==> config.mk <==
export PLATFORM = sky130hd
export DESIGN_NAME = cfsp_queue
export DESIGN_NICKNAME = d
export VERILOG_FILES = /design/src/hw/rtl/cfsp_pkg.sv /design/src/hw/rtl/cfsp_queue.sv
export SDC_FILE = /design/constraint.sdc
export NUM_CORES = 1
export LEC_CHECK = 0
export ABC_AREA = 1
export BUFFER_PORTS_ARGS = -buffer_cell sky130_fd_sc_hd__clkbuf_2
export CAP_MARGIN = 20
export CORE_ASPECT_RATIO = 0.9
export CORE_UTILIZATION = 39
export DETAILED_ROUTE_END_ITERATION = 10
export MAX_ROUTING_LAYER = met4
export RECOVER_POWER = 50
export SLEW_MARGIN = 20
export SYNTH_ARGS = -nofsm -noshare
export SYNTH_HDL_FRONTEND = slang
export SYNTH_SLANG_ARGS = --single-unit
export TNS_END_PERCENT = 30
==> constraint.sdc <==
create_clock -name clk -period 8.8 [get_ports clk]
set_input_delay 1.76 -clock clk [delete_from_list [all_inputs] [get_ports clk]]
set_output_delay 1.76 -clock clk [all_outputs]
set_load 0.005 [all_outputs]
==> src/hw/rtl/cfsp_pkg.sv <==
package cfsp_pkg;

  // Fixed-point layout: unit-cube values are signed Q2.30
  localparam int QI     = 30;
  localparam int NDIV   = 31;  // quotient bits of the normalizing divide
  localparam int NSQ    = 31;  // root bits of the square root
  localparam int QDEPTH = 4;
  localparam int QPTR_W = 2;
  localparam int CFG_AW = 3;
  localparam int CFG_DW = 32;

  localparam logic [30:0] Q_ONE      = 31'h4000_0000;
  localparam logic [30:0] DIV3_RECIP = 31'd1431655766;  // ceil(2^32 / 3)

  // Register map
  localparam logic [0:0] REG_FACE_SIZE     = 1'b0;
  localparam logic [0:0] REG_SPHERE_RADIUS = 1'b1;
  localparam logic [31:0] FACE_SIZE_RST     = 32'd67108864;
  localparam logic [31:0] SPHERE_RADIUS_RST = 32'd419430400;

  // Face codes; 6 and 7 are invalid
  typedef enum logic [2:0] {
    FACE_PX = 3'd0,
    FACE_NX = 3'd1,
    FACE_PY = 3'd2,
    FACE_NY = 3'd3,
    FACE_PZ = 3'd4,
    FACE_NZ = 3'd5
  } face_t;

  typedef logic signed [31:0] qv_t;

  // Entry passed from the front to the back
  typedef struct packed {
    logic [2:0][31:0] axis;
    logic [33:0]      scale;
    logic             bad;
  } qent_t;

endpackage

==> src/hw/rtl/cfsp_queue.sv <==
module cfsp_queue (
  input  logic             clk,
  input  logic             rst_n,
  input  logic             push_valid,
  input  cfsp_pkg::qent_t  push_data,
  output logic             push_ready,
  output logic             pop_valid,
  output cfsp_pkg::qent_t  pop_data,
  input  logic             pop_ready
);
  import cfsp_pkg::*;

  qent_t             mem_r [QDEPTH];
  logic [QPTR_W-1:0] wr_r;
  logic [QPTR_W-1:0] rd_r;
  logic [QPTR_W:0]   cnt_r;
  logic [QPTR_W:0]   cnt_nxt;
  logic              do_push;
  logic              do_pop;

  assign push_ready = (cnt_r != (QPTR_W+1)'(QDEPTH));
  assign pop_valid  = (cnt_r != '0);
  assign pop_data   = mem_r[rd_r];
  assign do_push    = push_valid && push_ready;
  assign do_pop     = pop_valid && pop_ready;

  always_comb begin
    cnt_nxt = cnt_r;
    if (do_push && !do_pop) begin
      cnt_nxt = cnt_r + 1'b1;
    end else if (do_pop && !do_push) begin
      cnt_nxt = cnt_r - 1'b1;
    end
  end

  // Pointers and fill count
  always_ff @(posedge clk) begin
    if (!rst_n) begin
      wr_r  <= '0;
      rd_r  <= '0;
      cnt_r <= '0;
    end else begin
      cnt_r <= cnt_nxt;
      if (do_push) begin
        wr_r <= wr_r + 1'b1;
      end
      if (do_pop) begin
        rd_r <= rd_r + 1'b1;
      end
    end
  end

  always_ff @(posedge clk) begin
    if (do_push) begin
      mem_r[wr_r] <= push_data;
    end
  end

endmodule

==> results of run 1 <==
## registers in the layout, summed over array words and instances, names as in the netlist, named ones only
register / count
mem_r: 524
cnt_r: 3
rd_r: 2
wr_r: 2
## layout by cell type (no fill, tap or decap)
cell type / count
a21oi_1: 3
buf_12: 1
buf_4: 11
bufinv_16: 5
clkbuf_1: 141
clkbuf_16: 55
clkbuf_2: 135
clkinv_1: 15
clkinv_2: 8
clkinv_4: 1
clkinvlp_4: 8
dfxtp_1: 7
dfxtp_4: 2
diode_2: 7
edfxtp_1: 524
fa_1: 1
ha_1: 5
inv_1: 14
inv_6: 2
inv_8: 1
nand2_1: 15
nand3_1: 4
nand3b_1: 1
nor2_1: 274
nor2_4: 2
o21ai_0: 191
o21ai_1: 72
o22ai_1: 131
xor2_1: 1
## layout make-up
| class | count | share of cell area [%] |
|---|---|---|
| well taps | 680 | 3.66 |
| clock inverters | 38 | 1.39 |
| clock buffers | 63 | 6.05 |
| flip-flops and latches | 533 | 68.5 |
| multi-input cells | 700 | 14.5 |
| inverters | 16 | 0.312 |
| diodes | 7 | 0.0753 |
| repair buffers | 280 | 5.49 |
## metal layers
metal / track usage (%) / routed length (µm) / vias to the layer above
met5: - / 0 / -
met4: 5.12 / 963 / 0
met3: 5.09 / 3250 / 71
met2: 27.1 / 20900 / 273
met1: 21.4 / 18800 / 5825
li1: - / - / 5567
## critical path, delay by kind of cell, from the launching register on
| kind | cells | cell delay [ns] |
|---|---|---|
| buffers and inverters | 3 | 1.71 |
| DFF | 1 | 0.51 |
| AOI/OAI and AO/OA | 2 | 0.40 |
## final timing paths
kind / startpoint / slack, ns / cells past startpoint / to
worst max register to register: cnt_r[0]$_SDFFE_PN0P_ / 4.45 / 5 / mem_r[3][53]$_DFFE_PP_
worst min register to register: rd_r[1]$_SDFFE_PN0P_ / 0.50 / 2 / flop
worst min-delay path: rd_r[1]$_SDFFE_PN0P_ / 0.50 / 2 / flop
worst max-delay path: flop / 3.66 / 5 / pop_data[114]
## kinds of logic after synthesis
kind of cell             count (synthesis)  share of synthesized area, %
AO/OA/AOI/OAI                          397                          10.8
adder cells (fa/ha/maj)                  6                         0.415
buffers and inverters                  101                          3.02
XOR/XNOR                                 1                        0.0441
flip-flops                             533                          80.1
AND/OR/NAND/NOR                        296                          5.63
## power by group
| group | leakage (nW) | switching (mW) | internal (mW) |
|---|---|---|---|
| logic | 2.03 | 0.952 | 0.464 |
| clock network | 0.823 | 0.934 | 1.29 |
| registers | 4.88 | 0.0797 | 3.09 |
| total | 7.72 | 1.97 | 4.84 |
==> metrics.csv, run 1 <==
stage,metric,value,unit
floorplanning,io_pins,268,
setup_path,cp.required,7.04,ns
final_layout,final_cell_count_no_fill,2317,
cts,clockRootBuffer,clkbuf_16,
drt,drtPass1Iterations,5,
status,status,"finished, violations left",
cts,post_cts_buffers,0,
run,cap_violations,3,
drt,num_vias,11700,
setup_path,start_kind,flop,
floorplanning,die-area,0.0519,mm²
power_and_ir_drop,total_power,6.81,mW
status,violations,"capacitance limit, slew limit",
cts,hold_buffers,0,
sta,rsz0062_at_grt,false,
setup_path,crit_type,flop to output port,
cts,cts.sinks,533,
yosys,synth_edf_count,524,
cts,htreeDepth,2,
sta,period_minus_slack,5.14,ns
floorplanning,num_rows,78,
yosys,avgSynthCellArea,14.9,µm²
drt,avgRoutedWirePerCell,18.9,µm
setup_path,endpoint_kind,output port,
drt,drc,0,
placement,place_ws,4.23,ns
yosys,yosysMostFrequentCell,edfxtp_1,
drt,drtIter0Drc,781,
drt,routed_wl,43.8,mm
final_layout,fin_nets,1726,
sta,tightest_slew,4.04,ns
yosys,synth_area,0.0199,mm²
final_layout,final_util,46.2,%
setup_path,slowest_delay,0.89,ns
final_layout,area_growth,17.0,%
placement,dp.cells,2209,
sta,finalMaxSlewViolations,150,
final_layout,register_area,0.0159,mm²
floorplanning,die_w,240,µm
grt,grt_max_degree,168,
sta,whs,0.502,ns
sta,hold_viol_final,0,
grt,track_usage,17.2,%
placement,port_buffers,267,
sta,fin_skew,0.0154,ns
sta,fin_crit_sh,58.4,%
yosys,synth.top_cell.area_share,79.2,%
setup_path,crit_chain,inv_8 -> buf_4 -> o21ai_0 -> o22ai_1 -> clkbuf_2,
final_layout,multiInputGateArea,0.00338,mm²
final_layout,final_area,0.0232,mm²
yosys,synth_area_leaders,"edfxtp_1 (79%), nor2_1 (5.2%), o21ai_0 (4.8%)",
cts,post_cts_resized,0,
sta,setup_tns,0,ns
sta,clock.fmax,195,MHz
cts,clk_pin_slew,0.06,ns
placement,hpwlAfterDp,23.1,mm
yosys,synthCells,1334,
yosys,synth-seq-cells,533,
yosys,synth_top_area_cell,edfxtp_1,
final_layout,fillCellCount,4511,
cts,clk_latency,0.58,ns
sta,setup_slack,3.66,ns
power_and_ir_drop,leakage,7.72,nW
power_and_ir_drop,peakVddDrop,0.000172,V
setup_path,arrival,3.38,ns
yosys,synth_common_cells,"edfxtp_1 (524), nor2_1 (276), o21ai_0 (191), o22ai_1 (131), o21ai_1 (72)",
yosys,ys_warn_count,0,
setup_path,slowest_stage,buf_4,
yosys,synth-async-reset-ratio,0,%
setup_path,critPathMaxFanout,167,
yosys,syn_nets,1475,
yosys,synthDistinctLibCells,22,
yosys,ys_seq_area_share,80.1,%
drt,detail-route-antenna-nets,0,
floorplanning,initial_utilization,39.5,%
cts,numCtsBuffers,54,
sta,relSlewSlack,-169,%
worst_hold_path,hold_class,flop to flop,
placement,placed_area,0.0217,mm²
grt,overflow,0,
cts,cts_buffer_depth,3,
power_and_ir_drop,power.density,293,mW/mm²
grt,grt_pass1_vias,11600,
placement,gp_congestion,0.739,
floorplanning,die_y,216,µm
cts,cts_tree,done,
floorplanning,core,0.0504,mm²
grt,grt_pass1_wl,66.6,mm
yosys,synth_flop_cell,edfxtp_1,
drt,viasPerCell,5.07,
sta,setup_viol,0,
final_layout,final_layout_size_suffix_gt1_share,14.2,%
grt,antenna_found_initial,6,
No activity file was read; power rests on OpenSTA's default activity.
==> inputs of run 2 (changes only) <==
- clock period: 8.8 -> 4.6 ns (I/O delays scaled with it)
==> run 2 against run 1 <==
The run still ends with capacitance limit, slew limit left. Sequential share of layout area is essentially flat. First-iteration DRC count grew 1.8%. Wire length shrank 0.78%. Critical path depth is the same. Die area is the same. Global-route usage is essentially flat. Worst hold slack gained 0.00074 ns. Worst setup slack lost 2.5 ns. Non-clock buffer count grew 2. Count of clock-buffer cells in the layout grew 10. Final cell count shrank 0.22%. Critical endpoint is now pop_data[30].
==> metrics.csv, run 2 (synthesis results as in run 1) <==
stage,metric,value,unit,change
power_and_ir_drop,leakage,7.75,nW,+0.27%
cts,cts_tree,done,,
grt,overflow,0,,unchanged
final_layout,area_growth,16.9,%,about the same
setup_path,reg2reg_from,cnt_r[0]$_SDFFE_PN0P_,,
setup_path,crit_type,flop to output port,,
final_layout,final_cell_mix,"edfxtp_1 (524), nor2_1 (275), o21ai_0 (191), clkbuf_1 (147), clkbuf_2 (141)",,
status,violations,"capacitance limit, slew limit",,
setup_path,endpoint_kind,output port,,
cts,numCtsBuffers,55,,+1.9%
floorplanning,io_pins,268,,unchanged
drt,drtPass1Iterations,7,,+2
setup_path,r2r_slack,1.61,ns,-2.84 ns
cts,clk_pin_slew,0.06,ns,about the same
final_layout,layout_commonest_cell,edfxtp_1,,
sta,relSlewSlack,-41.1,%,+130 points
grt,grt_pass1_vias,11700,,+0.74%
setup_path,cp-endpoint,pop_data[30],,
final_layout,fillCellCount,4529,,+0.40%
floorplanning,num_rows,78,,unchanged
setup_path,start_kind,flop,,
setup_path,slowest_delay,0.48,ns,-0.41 ns
sta,finalMaxSlewViolations,330,,+120%
cts,hold_buffers,0,,unchanged
final_layout,final_cell_count_no_fill,2312,,-0.22%
power_and_ir_drop,total_power,13.0,mW,+90%
final_layout,reg_top3,"mem_r (524), cnt_r (3)",,
power_and_ir_drop,power.density,558,mW/mm²,+90%
sta,period_minus_slack,3.43,ns,
power_and_ir_drop,peakVddDrop,0.000373,V,+120%
sta,setup_viol,0,,unchanged
sta,rsz0062_at_grt,false,,
setup_path,r2r_end,mem_r[3][53]$_DFFE_PP_,,
drt,avgRoutedWirePerCell,18.8,µm,-0.56%
setup_path,r2r_cells,5,,unchanged
sta,tightest_slew,2.12,ns,-1.92 ns
cts,clk_latency,0.60,ns,+0.02 ns
cts,post_cts_buffers,0,,unchanged
final_layout,fin_nets,1729,,+0.17%
status,status,"finished, violations left",,
sta,hold_viol_final,0,,unchanged
placement,hpwlAfterDp,22.9,mm,-0.99%
sta,fin_crit_sh,74.5,%,
setup_path,arrival,2.51,ns,-0.87 ns
placement,dp.cells,2211,,+0.091%
drt,routed_wl,43.5,mm,-0.78%
grt,track_usage,17.2,%,-0.022 points
drt,drc,0,,unchanged
floorplanning,die-area,0.0519,mm²,unchanged
final_layout,largest_reg_flops,524,,unchanged
floorplanning,die_y,216,µm,unchanged
final_layout,regMostFlops,mem_r,,
setup_path,crit_buf_inv,3,,unchanged
worst_hold_path,hold_class,flop to flop,,
placement,port_buffers,267,,unchanged
grt,grt_pass1_wl,66.9,mm,+0.34%
drt,num_vias,11700,,-0.27%
setup_path,critPathMaxFanout,123,,-26%
floorplanning,die_w,240,µm,unchanged
placement,gp_congestion,0.737,,-0.38%
setup_path,crit_chain,inv_8 -> buf_4 -> o21ai_0 -> o22ai_1 -> clkbuf_2,,
grt,antenna_found_initial,3,,-3
sta,clock.fmax,292,MHz,
run,cap_violations,5,,+2
final_layout,final_layout_size_suffix_gt1_share,13.7,%,-0.47 points
cts,clockRootBuffer,clkbuf_16,,
floorplanning,core,0.0504,mm²,unchanged
drt,detail-route-antenna-nets,0,,unchanged
sta,fin_skew,0.0101,ns,-0.00539 ns
grt,grt_max_degree,132,,-21%
drt,viasPerCell,5.06,,about the same
cts,htreeDepth,2,,unchanged
drt,drtIter0Drc,795,,+1.8%
cts,post_cts_resized,0,,unchanged
cts,cts.sinks,533,,unchanged
cts,cts_buffer_depth,3,,unchanged
setup_path,slowest_stage,inv_8,,
floorplanning,initial_utilization,39.5,%,unchanged
setup_path,cp.required,3.68,ns,-3.36 ns
setup_path,cp_top_family,buffers and inverters,,
setup_path,cp.depth,5,,unchanged
## run 2: power by group
part           internal, mW  switching (mW)  leakage (nW)
combinational         0.915            1.85          2.06
sequential             5.92           0.117          4.88
clock                  2.41            1.75         0.813
## run 2: final cells by class
cell class	instances	area (µm²)	area share (%)
Clock inverter	24	181	0.781
Timing Repair Buffer	282	1350	5.80
Antenna cell	4	10.0	0.0431
Sequential cell	533	15900	68.5
Multi-Input combinational cell	700	3370	14.5
Clock buffer	73	1490	6.40
Tap cell	680	851	3.66
Inverter	16	72.6	0.312
## run 2: stage by stage
step                      setup WS [ns]  instance area (µm²)  TNS [ns]  hold WS [ns]  util [%]
after floorplan                  -0.328                19900   -172.11         0.465         -
after global placement             1.86                21800         0         0.479      43.3
after detailed placement           1.81                21800         0         0.488      43.3
after CTS                          1.14                23500         0         0.497      46.7
after global routing              0.956                23200         0         0.538      46.1
final                              1.17                23200         0         0.503      46.2
## run 2: worst min path at each step
stage,start,end,cells after the start
6_report,rd_r[1]$_SDFFE_PN0P_,flop,2
5_1_grt,rd_r[1]$_SDFFE_PN0P_,flop,2
4_1_cts,rd_r[1]$_SDFFE_PN0P_,flop,2
3_5_place_dp,rd_r[1]$_SDFFE_PN0P_,flop,2
3_3_place_gp,rd_r[1]$_SDFFE_PN0P_,flop,2
2_1_floorplan,rd_r[1]$_SDFFE_PN0P_,flop,2
## run 2: layer usage
metal / global-route usage (%) / part of all wire [%] / routed length (µm) / vias to the layer above
li1: - / - / - / 5550
met1: 21.8 / 44 / 19000 / 5836
met2: 27.0 / 48 / 20900 / 265
met3: 4.70 / 6.7 / 2920 / 53
met4: 4.71 / 1.6 / 693 / 0
met5: - / 0 / 0 / -
## run 2: worst min-delay path, stage by stage (launching register included)
cell and delay (ns):
dfxtp_1 0.32, nand2_1 0.06, a21oi_1 0.07
==> inputs of run 3 (changes only) <==
- clock period: 4.6 -> 2.95 ns (I/O delays scaled with it)
==> run 3 against run 2 <==
The flow now finishes without violations. Count of clock-buffer cells in the layout is 3 higher. Worst setup slack worse by 1.0 ns. Core utilization is 0.57 points higher. Global-route usage is 0.20 points higher. Combinational power is 62% higher. Sequential share of layout area is 0.83 points lower. Sequential power is 56% higher. Clock skew is 0.0065 ns higher.
==> metrics.csv, run 3 (synthesis results as in run 1) <==
stage,metric,value,unit,change
final_layout,final_cell_mix,"edfxtp_1 (524), nor2_1 (276), o21ai_0 (191), clkbuf_1 (148), clkbuf_2 (136)",,
setup_path,crit_type,flop to output port,,
sta,finalMaxSlewViolations,0,,-100%
final_layout,layout_commonest_cell,edfxtp_1,,
sta,period_minus_slack,2.79,ns,
placement,port_buffers,267,,unchanged
setup_path,cp.required,2.36,ns,-1.32 ns
worst_hold_path,hold_class,input port to flop,,
cts,htreeDepth,2,,unchanged
cts,cts_tree,done,,
cts,hold_buffers,0,,unchanged
setup_path,slowest_delay,0.56,ns,+0.08 ns
cts,cts.sinks,533,,unchanged
cts,clockRootBuffer,clkbuf_16,,
sta,setup_slack,0.157,ns,-1.01 ns
grt,antenna_found_initial,7,,+4
power_and_ir_drop,power.density,874,mW/mm²,+57%
status,status,completed,,
final_layout,largest_reg_flops,524,,unchanged
final_layout,fillCellCount,4521,,-0.18%
sta,fin_skew,0.0165,ns,+0.00647 ns
drt,viasPerCell,5.05,,-0.31%
run,cap_violations,0,,-5
sta,tightest_slew,1.15,ns,-0.969 ns
grt,grt_pass1_wl,67.2,mm,+0.54%
cts,cts_buffer_depth,3,,unchanged
final_layout,area_growth,18.4,%,
floorplanning,io_pins,268,,unchanged
floorplanning,die-area,0.0519,mm²,unchanged
setup_path,start_kind,flop,,
placement,placed_area,0.0220,mm²,+0.77%
final_layout,fin_nets,1740,,+0.64%
drt,drtPass1Iterations,5,,-2
sta,fin_crit_sh,94.7,%,
final_layout,regMostFlops,mem_r,,
setup_path,critPathMaxFanout,47,,-62%
grt,track_usage,17.4,%,+0.20 points
sta,whs,0.262,ns,-0.241 ns
grt,grt_pass1_vias,11800,,+1.5%
placement,gp_congestion,0.750,,+1.8%
drt,drc,0,,unchanged
drt,drtIter0Drc,721,,-9.3%
setup_path,cp_top_family,buffers and inverters,,
grt,grt_max_degree,95,,-28%
final_layout,reg_top3,"mem_r (524), cnt_r (3)",,
sta,clock.fmax,358,MHz,
grt,overflow,0,,unchanged
sta,hold_viol_final,0,,unchanged
floorplanning,num_rows,78,,unchanged
setup_path,endpoint_kind,output port,,
setup_path,arrival,2.20,ns,-0.31 ns
power_and_ir_drop,peakVddDrop,0.000575,V,+54%
drt,detail-route-antenna-nets,0,,unchanged
cts,clk_latency,0.59,ns,about the same
drt,num_vias,11700,,+0.38%
setup_path,crit_chain,buf_12 -> buf_4 -> o21ai_1 -> o22ai_1 -> clkbuf_2,,
sta,rsz0062_at_grt,false,,
placement,hpwlAfterDp,24.7,mm,+7.9%
drt,routed_wl,44.0,mm,+1.2%
floorplanning,die_w,240,µm,unchanged
drt,avgRoutedWirePerCell,18.9,µm,+0.54%
floorplanning,core,0.0504,mm²,unchanged
floorplanning,initial_utilization,39.5,%,unchanged
placement,place_ws,0.619,ns,-1.19 ns
final_layout,final_area,0.0235,mm²,+1.2%
sta,setup_viol,0,,unchanged
cts,numCtsBuffers,54,,-1.8%
cts,clk_pin_slew,0.06,ns,about the same
setup_path,crit_buf_inv,3,,unchanged
final_layout,final_layout_size_suffix_gt1_share,14.6,%,+0.86 points
sta,relSlewSlack,23.5,%,+65 points
power_and_ir_drop,leakage,7.88,nW,+1.7%
setup_path,slowest_stage,dfxtp_4,,
floorplanning,die_y,216,µm,unchanged
==> run 3: metrics by stage <==
stage	std cells	setup TNS (ns)	power (mW)	util, %
floorplan	1334	-36.83	12.2	-
global placement	2221	0	14.1	43.7
detailed placement	2221	0	14.2	43.7
CTS	2321	0	20.9	47.1
global route	2328	0	21.6	46.7
finish	2328	0	20.6	46.7
==> run 3: worst paths after layout <==
path                                             from                      end  slack, ns  cells past startpoint
worst min register to register   rd_r[1]$_SDFFE_PN0P_                     flop       0.52                      2
worst max-delay path                             flop            pop_data[113]       0.16                      5
worst max register to register  cnt_r[1]$_SDFFE_PN0P_  mem_r[3][102]$_DFFE_PP_       0.49                      5
worst min-delay path                     push_data[4]    mem_r[2][4]$_DFFE_PP_       0.26                      1
==> run 3: area by class of cell <==
cell class | instances | area (µm²) | area share [%]
Tap cell | 680 | 851 | 3.62
Timing Repair Buffer | 294 | 1560 | 6.64
Sequential cell | 533 | 15900 | 67.7
Clock buffer | 76 | 1520 | 6.45
Inverter | 16 | 81.3 | 0.346
Clock inverter | 23 | 213 | 0.904
Antenna cell | 6 | 15.0 | 0.0638
Multi-Input combinational cell | 700 | 3360 | 14.3
==> run 3: power by group <==
group	switching, mW	leakage (nW)	total [mW]	internal (mW)
combinational	2.91	2.16	4.46	1.56
sequential	0.227	4.88	9.44	9.21
clock	2.74	0.837	6.66	3.92
==> run 3: metal layers <==
| layer | vias up | GRT usage (%) | wire length (µm) |
|---|---|---|---|
| li1 | 5582 | - | - |
| met1 | 5817 | 21.9 | 19100 |
| met2 | 279 | 27.3 | 20900 |
| met3 | 70 | 4.60 | 3010 |
| met4 | 0 | 5.58 | 967 |
| met5 | - | - | 0 |
==> run 3: what timing repair did <==
item,CTS,global route
endpoints found under the setup margin,7,10
buffers inserted,1,1
gates cloned,0,0
resized for setup,1,4
